File: config.mk
export PLATFORM = sky130hd
export DESIGN_NAME = frvr_cfg
export DESIGN_NICKNAME = d
export VERILOG_FILES = /design/src/hw/rtl/face_removal_vertex_remap_defines.svh /design/src/hw/rtl/frvr_pkg.sv /design/src/hw/rtl/frvr_cfg.sv
export SDC_FILE = /design/constraint.sdc
export NUM_CORES = 1
export LEC_CHECK = 0
export ABC_AREA = 0
export CAP_MARGIN = 30
export CORE_ASPECT_RATIO = 1.2
export CORE_MARGIN = 5
export CORE_UTILIZATION = 35
export DETAILED_ROUTE_END_ITERATION = 6
export DONT_BUFFER_PORTS = 1
export GPL_ROUTABILITY_DRIVEN = 0
export GPL_TIMING_DRIVEN = 0
export SYNTH_ARGS = -nofsm -noshare
export SYNTH_HDL_FRONTEND = slang
export SYNTH_SLANG_ARGS = --single-unit
File: constraint.sdc
create_clock -name clk -period 1 [get_ports clk]
set_input_delay 0.2 -clock clk [delete_from_list [all_inputs] [get_ports clk]]
set_output_delay 0.2 -clock clk [all_outputs]
set_load 0.01 [all_outputs]
File: src/hw/rtl/face_removal_vertex_remap_defines.svh
// ---------------------------------------------------------------------------
// Assertion macros for face removal with vertex remap
// Shared property wrappers, clocked on clk and disabled in reset.
// ---------------------------------------------------------------------------
`ifndef FACE_REMOVAL_VERTEX_REMAP_DEFINES_SVH
`define FACE_REMOVAL_VERTEX_REMAP_DEFINES_SVH

// same-cycle implication
`define FRVR_ASSERT_IMP(label, ante, cons) \
    label: assert property (@(posedge clk) disable iff (!rst_n) (ante) |-> (cons)) \
        else $error("frvr assertion failed");

// next-cycle implication
`define FRVR_ASSERT_NXT(label, ante, cons) \
    label: assert property (@(posedge clk) disable iff (!rst_n) (ante) |=> (cons)) \
        else $error("frvr assertion failed");

`endif

File: src/hw/rtl/frvr_pkg.sv
`timescale 1ns / 1ps
// ---------------------------------------------------------------------------
// frvr_pkg
// Types and constants shared by the face removal / vertex remap block.
// ---------------------------------------------------------------------------
package frvr_pkg;

    localparam int MAX_VERTICES_DEF = 4096;
    localparam int MAX_FACES_DEF    = 8192;

    localparam int FACE_COUNT_W   = 14;
    localparam int VERTEX_COUNT_W = 13;
    localparam int KIND_W         = 2;
    localparam int REMOVE_W       = 16;
    localparam int VERT_W         = 12;
    localparam int FACE_NUM_W     = 13;
    localparam int STATUS_W       = 2;
    localparam int FRESH_W        = 3;
    localparam int NEW_INDEX_W    = 13;
    localparam int CFG_ADDR_W     = 3;
    localparam int CFG_DATA_W     = 32;

    // input kinds
    localparam logic [KIND_W-1:0] KIND_MARK    = 2'd0;
    localparam logic [KIND_W-1:0] KIND_FACE    = 2'd1;
    localparam logic [KIND_W-1:0] KIND_RESTART = 2'd2;

    // result status codes
    localparam logic [STATUS_W-1:0] STATUS_OK          = 2'd0;
    localparam logic [STATUS_W-1:0] STATUS_VERTEX_RANGE = 2'd1;
    localparam logic [STATUS_W-1:0] STATUS_FACE_RANGE  = 2'd2;

    // register select, taken from paddr[2]
    localparam logic REG_FACE_COUNT   = 1'b0;
    localparam logic REG_VERTEX_COUNT = 1'b1;

    typedef struct packed {
        logic [KIND_W-1:0]          kind;
        logic signed [REMOVE_W-1:0] remove_index;
        logic [VERT_W-1:0]          corner_a;
        logic [VERT_W-1:0]          corner_b;
        logic [VERT_W-1:0]          corner_c;
    } in_item_t;

    typedef struct packed {
        logic [FACE_NUM_W-1:0] face_number;
        logic                  kept;
        logic [STATUS_W-1:0]   status;
        logic [VERT_W-1:0]     new_corner_a;
        logic [VERT_W-1:0]     new_corner_b;
        logic [VERT_W-1:0]     new_corner_c;
        logic [FRESH_W-1:0]    fresh_mask;
    } out_item_t;

    typedef struct packed {
        logic [FACE_COUNT_W-1:0]   face_count;
        logic [VERTEX_COUNT_W-1:0] vertex_count;
    } cfg_regs_t;

    typedef struct packed {
        logic              valid;
        logic [VERT_W-1:0] index;
    } remap_entry_t;

endpackage

File: src/hw/rtl/frvr_cfg.sv
`timescale 1ns / 1ps
// ---------------------------------------------------------------------------
// frvr_cfg
// APB register file holding face_count and vertex_count.
// ---------------------------------------------------------------------------
module frvr_cfg
(
    input  logic                              clk,
    input  logic                              rst_n,
    input  logic                              psel,
    input  logic                              penable,
    input  logic                              pwrite,
    input  logic [frvr_pkg::CFG_ADDR_W-1:0]   paddr,
    input  logic [frvr_pkg::CFG_DATA_W-1:0]   pwdata,
    output logic [frvr_pkg::CFG_DATA_W-1:0]   prdata,
    output logic                              pready,
    output frvr_pkg::cfg_regs_t               regs
);

    frvr_pkg::cfg_regs_t regs_reg;
    frvr_pkg::cfg_regs_t regs_next;
    logic                wr_en;

    assign pready = 1'b1;
    assign wr_en  = psel && penable && pwrite && pready;

    always_comb
    begin
        regs_next = regs_reg;
        if (wr_en)
        begin
            unique case (paddr[2])
                frvr_pkg::REG_FACE_COUNT:
                    regs_next.face_count = pwdata[frvr_pkg::FACE_COUNT_W-1:0];
                frvr_pkg::REG_VERTEX_COUNT:
                    regs_next.vertex_count = pwdata[frvr_pkg::VERTEX_COUNT_W-1:0];
                default: ;
            endcase
        end
    end

    always_comb
    begin
        unique case (paddr[2])
            frvr_pkg::REG_FACE_COUNT:
                prdata = frvr_pkg::CFG_DATA_W'(regs_reg.face_count);
            frvr_pkg::REG_VERTEX_COUNT:
                prdata = frvr_pkg::CFG_DATA_W'(regs_reg.vertex_count);
            default:
                prdata = '0;
        endcase
    end

    always_ff @(posedge clk or negedge rst_n)
    begin
        if (!rst_n)
        begin
            regs_reg <= '0;
        end
        else
        begin
            regs_reg <= regs_next;
        end
    end

    assign regs = regs_reg;

endmodule

==> summary.md, run 1 <==
| Metric | Value |
|---|---|
| Critical Path RT | `0.80 ns` |
| Post-route DRC | `0` |
| ANT cells | `0` |
| # clock sinks | `27` |
| P_leak | `0.848 nW` |
| Synth async-reset ratio | `1.00` |
| Via count | `760` |
| Final Setup Violations | `14` |
| Total die area | `0.00534 sq mm` |
| Clock skew | `0 ns` |
| Total GRT Usage | `0.108` |
| RSZ-0062 raised after global routing | `true` |
| Reg2Reg Depth | `1` |
| Syn Inst Count | `95` |
| Core ar. | `0.00388 sq mm` |
| CP peak stage delay | `0.45 ns` |
| DRT iter0 DRCs | `16` |
| Final worst slack | `-0.219 ns` |
| Largest net degree at the start of global routing | `28` |
| Num CTS Buffers | `3` |
| Die Ht | `79.1 microns` |
| MaxCap Viol Count | `0` |
| Hold_ws | `0.0735 ns` |
| Critical path launch point type | `flop` |
| Largest area contributor in the netlist | `dfrtp_1` |
| Hpwl dp | `2170 microns` |
| CTS max path bufs | `2` |
| Peak Freq | `0.820 GHz` |
| CP max-delay cell | `dfrtp_2` |
| Clock root buffer | `clkbuf_8` |
| Via density | `4.42` |
| Crit path kind | `reg -> out` |
| Cell internal pwr | `2.11 mW` |
| Nets | `159` |
| CP Buf/Inv Count | `0` |
| Period utilization | `1.22` |
| Hold Crit Class | `in -> reg` |
| Top FF cell, synth | `dfrtp_1` |
| Post-synthesis sequential area ratio | `0.486` |
| Fill cells | `377` |
| Max reg flops | `27` |
| Synth warnings | `0` |
| Clk pwr share | `0.199` |
| Vias in the first global route | `846` |
| Power Total | `3.06 mW` |
| Layout area overhead | `19.7%` |
| Top-count cell post-synth | `mux2_2` |
| Hold path depth | `1` |
| Critical-path cell list | `mux2_4` |
| Logic gate share of total power | `0.250` |
| PD cells | `1840 mW/mm^2` |
| Setup crit end kind | `primary output` |
| I/O Pins | `100` |
| Die X | `67.6 microns` |
| WL/cell | `16.5 microns` |
| CTS tree | `yes` |
| Status | `finished, violations left` |
| Final hold vios | `0` |
| Max VDD drop | `0.931 mV` |
| Total grt overflow | `0` |
| Worst-path clk slew | `0.09 ns` |
| Core Rows | `25` |
| Setup_tns | `-2.87 ns` |
| Initial Util | `0.359` |
| Failing checks | `negative setup slack` |
| Clk_lat worst skew | `0.26 ns` |
| First-pass GRT wire length | `4380 microns` |
| Max-slew violations | `0` |
| Hold path endpoint | `regs[17]$_DFFE_PN0P_` |
| CTS H-tree lvls | `1` |
| Initial antenna violation count | `0` |
| Worst EP arrival | `1.02 ns` |
| Synth cell types | `10` |
| Worst r2r src | `regs[22]$_DFFE_PN0P_` |
| Routed Wire Length | `2840 microns` |
| Min Clock Period, post-route | `1.22 ns` |
| DP Worst Slack | `-0.215 ns` |
| Switching pwr | `947 uW` |
| Post-synth EDFFs | `0` |
| Critical path's top delay family | `flip-flops` |
| R2R Path End | `regs[22]$_DFFE_PN0P_` |
| Drt first pass iters | `2` |
| Top cells by area, synth | `dfrtp_1, mux2_2, buf_4` |
| Area share of the largest cell type after synthesis | `0.486` |
| Synth top cells by count | `mux2_2, dfrtp_1, buf_4, mux2_4` |
| Worst hold start | `pwdata[4]` |
| I/O Buffers | `0` |
| Final ANT Viol Nets | `0` |
| Yosys reg bits | `27` |
| Worst-path fanout max | `3` |
| Sequential power share | `0.552` |
| Post-synthesis area per instance | `14.6 sq um` |
| Synthesized cell area | `0.00139 sq mm` |
| Switching Fraction | `0.309` |
| Share of layout cells above drive strength 1 | `0.627` |
| R2R Setup Slk | `0.17 ns` |
[metrics by stage]
| stage | instances | cell area, sq um | util |
|---|---|---|---|
| global route | 172 | 1670 | 0.429 |
| global placement | 166 | 1530 | 0.394 |
| detailed placement | 166 | 1530 | 0.394 |
| floorplan | 112 | 1460 | - |
| CTS | 172 | 1660 | 0.428 |
| finish | 172 | 1670 | 0.429 |
[cell type report]
cell class / count / area (sq um) / share of cell area
Clock buffer: 4 / 45.0 / 0.0270
Tap cell: 54 / 67.6 / 0.0406
Buffer: 23 / 184 / 0.110
Multi-Input combinational cell: 62 / 658 / 0.395
Timing Repair Buffer: 2 / 30.0 / 0.0180
Sequential cell: 27 / 681 / 0.409
[cell usage in the layout (no fill, tap or decap)]
master / instances
dfrtp_1: 23
nand4b_4: 1
clkbuf_8: 3
conb_1: 19
nand4_2: 1
mux2_2: 17
buf_6: 3
buf_12: 1
mux2_4: 23
buf_4: 20
dfrtp_2: 4
dlygate4sd3_1: 1
nor2b_4: 1
clkbuf_1: 1
[power groups by stage]
stage                     registers, mW  clock network, mW  logic (mW)
final                              1.69              0.608       0.765
after global placement             1.69                  0       0.635
after floorplan                    1.62                  0       0.596
after global routing               1.73              0.675       0.823
after CTS                          1.69              0.636       0.771
after detailed placement           1.69                  0       0.649
[layer usage]
| metal | wire length, microns | vias to the layer above | global-route usage |
|---|---|---|---|
| li1 | - | 331 | - |
| met3 | 366 | 2 | 0.0495 |
| met1 | 1000 | 378 | 0.118 |
| met2 | 1460 | 49 | 0.182 |
| met4 | 11 | 0 | 0.0304 |
| met5 | 0 | - | 0 |
[repair_timing]
action | in CTS | in global routing
setup buffers | 0 | 0
gates resized for setup | 16 | 4
setup endpoints to repair | 14 | 14
endpoints found under the hold margin | 27 | 0
hold buffers | 2 | 0
[worst max path at each step]
stage / from / end / slack (ns) / cells after the start
final: regs[22]$_DFFE_PN0P_ / prdata[9] / -0.22 / 1
after global routing: regs[21]$_DFFE_PN0P_ / prdata[8] / -0.26 / 1
after CTS: regs[18]$_DFFE_PN0P_ / prdata[5] / -0.24 / 1
after detailed placement: paddr[2] / prdata[8] / -0.22 / 3
after global placement: paddr[2] / prdata[12] / -0.20 / 3
after floorplan: paddr[2] / regs[13]$_DFFE_PN0P_ / -0.09 / 4
[cells by family (layout without fill, tap and decap cells)]
| logic type | count (synthesis) | count (layout) | synth area share |
|---|---|---|---|
| buffers and inverters | 23 | 29 | 0.128 |
| DFF | 27 | 27 | 0.486 |
| muxes | 40 | 40 | 0.351 |
| other | 2 | 19 | 0.00540 |
| and+or+nand+nor | 3 | 3 | 0.0306 |
No activity file was read; power rests on OpenSTA's default activity.
==> inputs of run 2 (changes only) <==
MAX_ROUTING_LAYER = met4   (was default)
SKIP_CTS_REPAIR_TIMING = 1   (was default)
==> run 2 against run 1 <==
  * The flow still finishes with violations (negative setup slack)
  * Fmax fell by 0.48%
  * Clock-buffer cell count did not move
  * Via count rose by 0.53%
  * Critical path depth did not move
  * Combinational power barely moved
  * Global-route usage fell by 0.22 points
==> summary.md, run 2 (same netlist as run 1, synthesis figures left out) <==
| Metric | Value |
|---|---|
| DRT iter0 DRCs | `9` |
| CP max-delay cell | `dfrtp_1` |
| Die X | `67.6 microns` |
| Final worst slack | `-0.225 ns` |
| Max reg flops | `27` |
| Initial Util | `0.359` |
| Total GRT Usage | `0.105` |
| Core Rows | `25` |
| Final ANT Viol Nets | `0` |
| Switching Fraction | `0.310` |
| PD cells | `1840 mW/mm^2` |
| Worst-path clk slew | `0.09 ns` |
| CP peak stage delay | `0.45 ns` |
| Fill cells | `380` |
| Drt first pass iters | `2` |
| Total die area | `0.00534 sq mm` |
| P_leak | `0.849 nW` |
| Critical Path RT | `0.80 ns` |
| Placed cell count | `166` |
| Logic gate share of total power | `0.250` |
| Non-Filler Instances | `172` |
| Most common cell after layout, fill and taps aside | `dfrtp_1` |
| Clock skew | `0 ns` |
| I/O Buffers | `0` |
| I/O Pins | `100` |
| Nets | `159` |
| Share of layout cells above drive strength 1 | `0.619` |
| Cell internal pwr | `2.11 mW` |
| Hold Crit Class | `in -> reg` |
| Crit path kind | `reg -> out` |
| WL/cell | `16.9 microns` |
| Status | `finished, violations left` |
| Worst-path fanout max | `3` |
| Initial antenna violation count | `0` |
| Period utilization | `1.23` |
| CTS max path bufs | `2` |
| First-pass GRT wire length | `4180 microns` |
| Worst EP arrival | `1.03 ns` |
| Max VDD drop | `0.930 mV` |
| Peak Freq | `0.816 GHz` |
| Critical-path cell list | `mux2_4` |
| Final hold vios | `0` |
| Power Total | `3.06 mW` |
| Most frequent cells in the layout | `dfrtp_1, mux2_4, buf_4, conb_1, mux2_2` |
| Switching pwr | `951 uW` |
| Clock root buffer | `clkbuf_8` |
| CTS tree | `yes` |
| MaxCap Viol Count | `0` |
| ANT cells | `0` |
| Sequential power share | `0.551` |
| Register area | `679 sq um` |
| Via density | `4.44` |
| Die Ht | `79.1 microns` |
| Hpwl dp | `2170 microns` |
| DP Worst Slack | `-0.215 ns` |
| CTS H-tree lvls | `1` |
| Via count | `764` |
| Routed Wire Length | `2910 microns` |
| CP Buf/Inv Count | `0` |
| Setup crit end kind | `primary output` |
| Largest net degree at the start of global routing | `28` |
| Core ar. | `0.00388 sq mm` |
| Critical path's top delay family | `flip-flops` |
| Post-route DRC | `0` |
| Final Setup Violations | `14` |
| Critical path launch point type | `flop` |
| Total grt overflow | `0` |
| Max-slew violations | `0` |
| Layout area overhead | `19.6%` |
| RSZ-0062 raised after global routing | `true` |
| Num CTS Buffers | `3` |
| Min Clock Period, post-route | `1.23 ns` |
| Clk_lat worst skew | `0.26 ns` |
| # clock sinks | `27` |
| Failing checks | `negative setup slack` |
| Area occupied by multi-input gates | `658 sq um` |
| Vias in the first global route | `803` |
| Clk pwr share | `0.198` |
==> run 2: changes by cell type in the layout (fill, tap and decap cells not counted) <==
cell      delta
buf_4        -1
dfrtp_2      -1
clkbuf_4     +1
dfrtp_1      +1
==> run 2: routing by layer <==
metal  vias to the layer above  part of all wire  GRT usage  wire, microns
met1                       383              0.35      0.111           1010
met2                        48              0.53      0.178           1540
met4                         0            0.0038     0.0304             11
li1                        331                 -          -              -
met3                         2              0.12     0.0424            345
met5                         -                 0          -              0
==> run 2: final cells by class <==
cell class,count,share of cell area
Clock buffer,4,0.0271
Sequential cell,27,0.408
Multi-Input combinational cell,62,0.395
Timing Repair Buffer,2,0.0180
Buffer,23,0.111
Tap cell,54,0.0406
==> run 2: per-stage QoR <==
stage                     utilization  hold slack (ns)  TNS (ns)  instance area (sq um)
after global placement          0.394          -0.0948     -4.64                   1530
after CTS                       0.405           -0.395     -3.22                   1570
after global routing            0.429           0.0540     -3.44                   1660
after detailed placement        0.394          -0.0949     -5.05                   1530
final                           0.429           0.0740     -2.88                   1660
after floorplan                     -          -0.0956     -1.63                   1460
==> run 2: power groups by stage <==
| stage | sequential (mW) | clock, mW | combinational (mW) |
|---|---|---|---|
| final | 1.69 | 0.607 | 0.766 |
| after global routing | 1.73 | 0.675 | 0.825 |
| after CTS | 1.68 | 0.636 | 0.645 |
| after detailed placement | 1.69 | 0 | 0.649 |
| after global placement | 1.69 | 0 | 0.635 |
| after floorplan | 1.62 | 0 | 0.596 |
==> run 2: path summary, 6_finish.rpt <==
check                      cells past startpoint  slack (ns)              endpoint            startpoint
max                                            1       -0.23             prdata[9]  regs[22]$_DFFE_PN0P_
min                                            1        0.07  regs[17]$_DFFE_PN0P_             pwdata[4]
max reg2reg                                    1        0.16  regs[22]$_DFFE_PN0P_  regs[22]$_DFFE_PN0P_
min reg2reg                                    1        0.59  regs[20]$_DFFE_PN0P_  regs[20]$_DFFE_PN0P_
max in group asynchronous                      2        0.48  regs[20]$_DFFE_PN0P_                 rst_n
min in group asynchronous                      2        0.36  regs[10]$_DFFE_PN0P_                 rst_n
==> inputs of run 3 (changes only) <==
CORE_UTILIZATION = 50   (was 35)
HOLD_SLACK_MARGIN = 0.15   (was default)
PLACE_DENSITY = 0.78   (was default)
==> run 3 against run 2 <==
  * The run still ends with negative setup slack left
  * Final area up 6.0%
  * Setup slack worse by 0.064 ns
  * Hold slack better by 0.098 ns
  * Final cell count down 3.5%
  * Die area down 26%
  * Total power down 3.0%
  * Combinational power up 8.5%
  * Via count up 7.9%
  * Clock power down 28%
  * Largest cell class unchanged
==> summary.md, run 3 (same netlist as run 1, synthesis figures left out) <==
| Metric | Value |
|---|---|
| Max VDD drop | `1.19 mV` |
| R2R Path End | `regs[0]$_DFFE_PN0P_` |
| WL/cell | `17.7 microns` |
| Drt first pass iters | `2` |
| R2R Setup Slk | `0.15 ns` |
| Crit path kind | `reg -> out` |
| Reg2Reg Depth | `1` |
| Routed Wire Length | `2930 microns` |
| CTS tree | `yes` |
| Clock root buffer | `clkbuf_4` |
| CTS H-tree lvls | `1` |
| Critical-path cell list | `mux2_4` |
| Power Total | `2.97 mW` |
| Post-route DRC | `0` |
| Total die area | `0.00394 sq mm` |
| Vias in the first global route | `777` |
| MaxCap Viol Count | `0` |
| Critical Path RT | `0.80 ns` |
| Failing checks | `negative setup slack` |
| Die Ht | `67.8 microns` |
| Total grt overflow | `0` |
| Setup crit end kind | `primary output` |
| Final Setup Violations | `14` |
| Critical path's top delay family | `flip-flops` |
| Most frequent cells in the layout | `mux2_4, dfrtp_1, buf_4, conb_1, mux2_2` |
| Final ANT Viol Nets | `0` |
| I/O Pins | `100` |
| DP Worst Slack | `-0.213 ns` |
| Min Clock Period, post-route | `1.29 ns` |
| Clock skew | `0 ns` |
| Core ar. | `0.00273 sq mm` |
| Most common cell after layout, fill and taps aside | `mux2_4` |
| DP Area | `0.00150 sq mm` |
| Fill cells | `214` |
| Core Rows | `21` |
| CP Buf/Inv Count | `0` |
| Clk_lat worst skew | `0.31 ns` |
| CTS max path bufs | `2` |
| Period utilization | `1.29` |
| Critical path launch point type | `flop` |
| Final worst slack | `-0.289 ns` |
| Total GRT Usage | `0.140` |
| Worst EP arrival | `1.09 ns` |
| First-pass GRT wire length | `4000 microns` |
| Hold_ws | `0.172 ns` |
| Crit path depth | `1` |
| Max reg flops | `27` |
| Initial antenna violation count | `0` |
| Initial Util | `0.509` |
| Num CTS Buffers | `3` |
| Share of layout cells above drive strength 1 | `0.591` |
| Via density | `4.96` |
| Die X | `58.2 microns` |
| End point of the critical path | `prdata[5]` |
| Nets | `173` |
| Worst r2r src | `regs[0]$_DFFE_PN0P_` |
| PD cells | `1680 mW/mm^2` |
| ANT cells | `0` |
| Layout area overhead | `26.8%` |
| # clock sinks | `27` |
| CP peak stage delay | `0.46 ns` |
| Status | `finished, violations left` |
| Final hold vios | `0` |
| Final instance area | `0.00176 sq mm` |
| Peak Freq | `0.776 GHz` |
| Hold Crit Class | `in -> reg` |
| DRT iter0 DRCs | `12` |
| CP max-delay cell | `dfrtp_1` |
| Setup_tns | `-3.71 ns` |
| Via count | `824` |
| I/O Buffers | `0` |
| Max-slew violations | `0` |
| Worst-path clk slew | `0.13 ns` |
| Worst-path fanout max | `3` |
| P_leak | `0.897 nW` |
| RSZ-0062 raised after global routing | `true` |
| Critical path origin | `regs[18]$_DFFE_PN0P_` |
| Largest net degree at the start of global routing | `28` |
==> run 3: changes by cell type in the layout (fill, tap and decap cells not counted), sizes merged <==
| cell | delta |
|---|---|
| dlygate4sd3 | +14 |
| clkbuf | -2 |
| buf | +1 |
| clkinv | +1 |
==> run 3: metrics by stage <==
| step | cells | utilization |
|---|---|---|
| final | 166 | 0.646 |
| after global routing | 166 | 0.646 |
| after CTS | 150 | 0.560 |
| after detailed placement | 146 | 0.549 |
| after global placement | 146 | 0.549 |
| after floorplan | 112 | - |
==> run 3: area by class of cell <==
type / count / area [sq um] / area share
Buffer: 23 / 181 / 0.103
Sequential cell: 27 / 684 / 0.388
Tap cell: 34 / 42.5 / 0.0241
Clock inverter: 1 / 5.00 / 0.00284
Multi-Input combinational cell: 62 / 658 / 0.373
Timing Repair Buffer: 16 / 170 / 0.0965
Clock buffer: 3 / 22.5 / 0.0128
==> run 3: layer usage <==
layer  up-vias  global-route usage  wire, microns
li1        363                   -              -
met1       412               0.148            967
met2        47               0.243           1610
met3         2              0.0516            338
met4         0              0.0435             11
met5         -                   -              0
==> run 3: power by group <==
part           internal [mW]  switching [mW]  total [mW]
logic                  0.526           0.305       0.831
registers               1.34           0.359        1.70
clock network          0.149           0.287       0.436
total                   2.02           0.951        2.97
==> run 3: worst min path at each step <==
stage / endpoint / cells after the start / from / slack (ns)
final: regs[21]$_DFFE_PN0P_ / 2 / penable / 0.17
after global placement: regs[15]$_DFFE_PN0P_ / 0 / rst_n / -0.09
after CTS: regs[2]$_DFFE_PN0P_ / 0 / rst_n / -0.45
after global routing: regs[21]$_DFFE_PN0P_ / 2 / penable / 0.16
after floorplan: regs[0]$_DFFE_PN0P_ / 0 / rst_n / -0.1
after detailed placement: regs[2]$_DFFE_PN0P_ / 0 / rst_n / -0.09
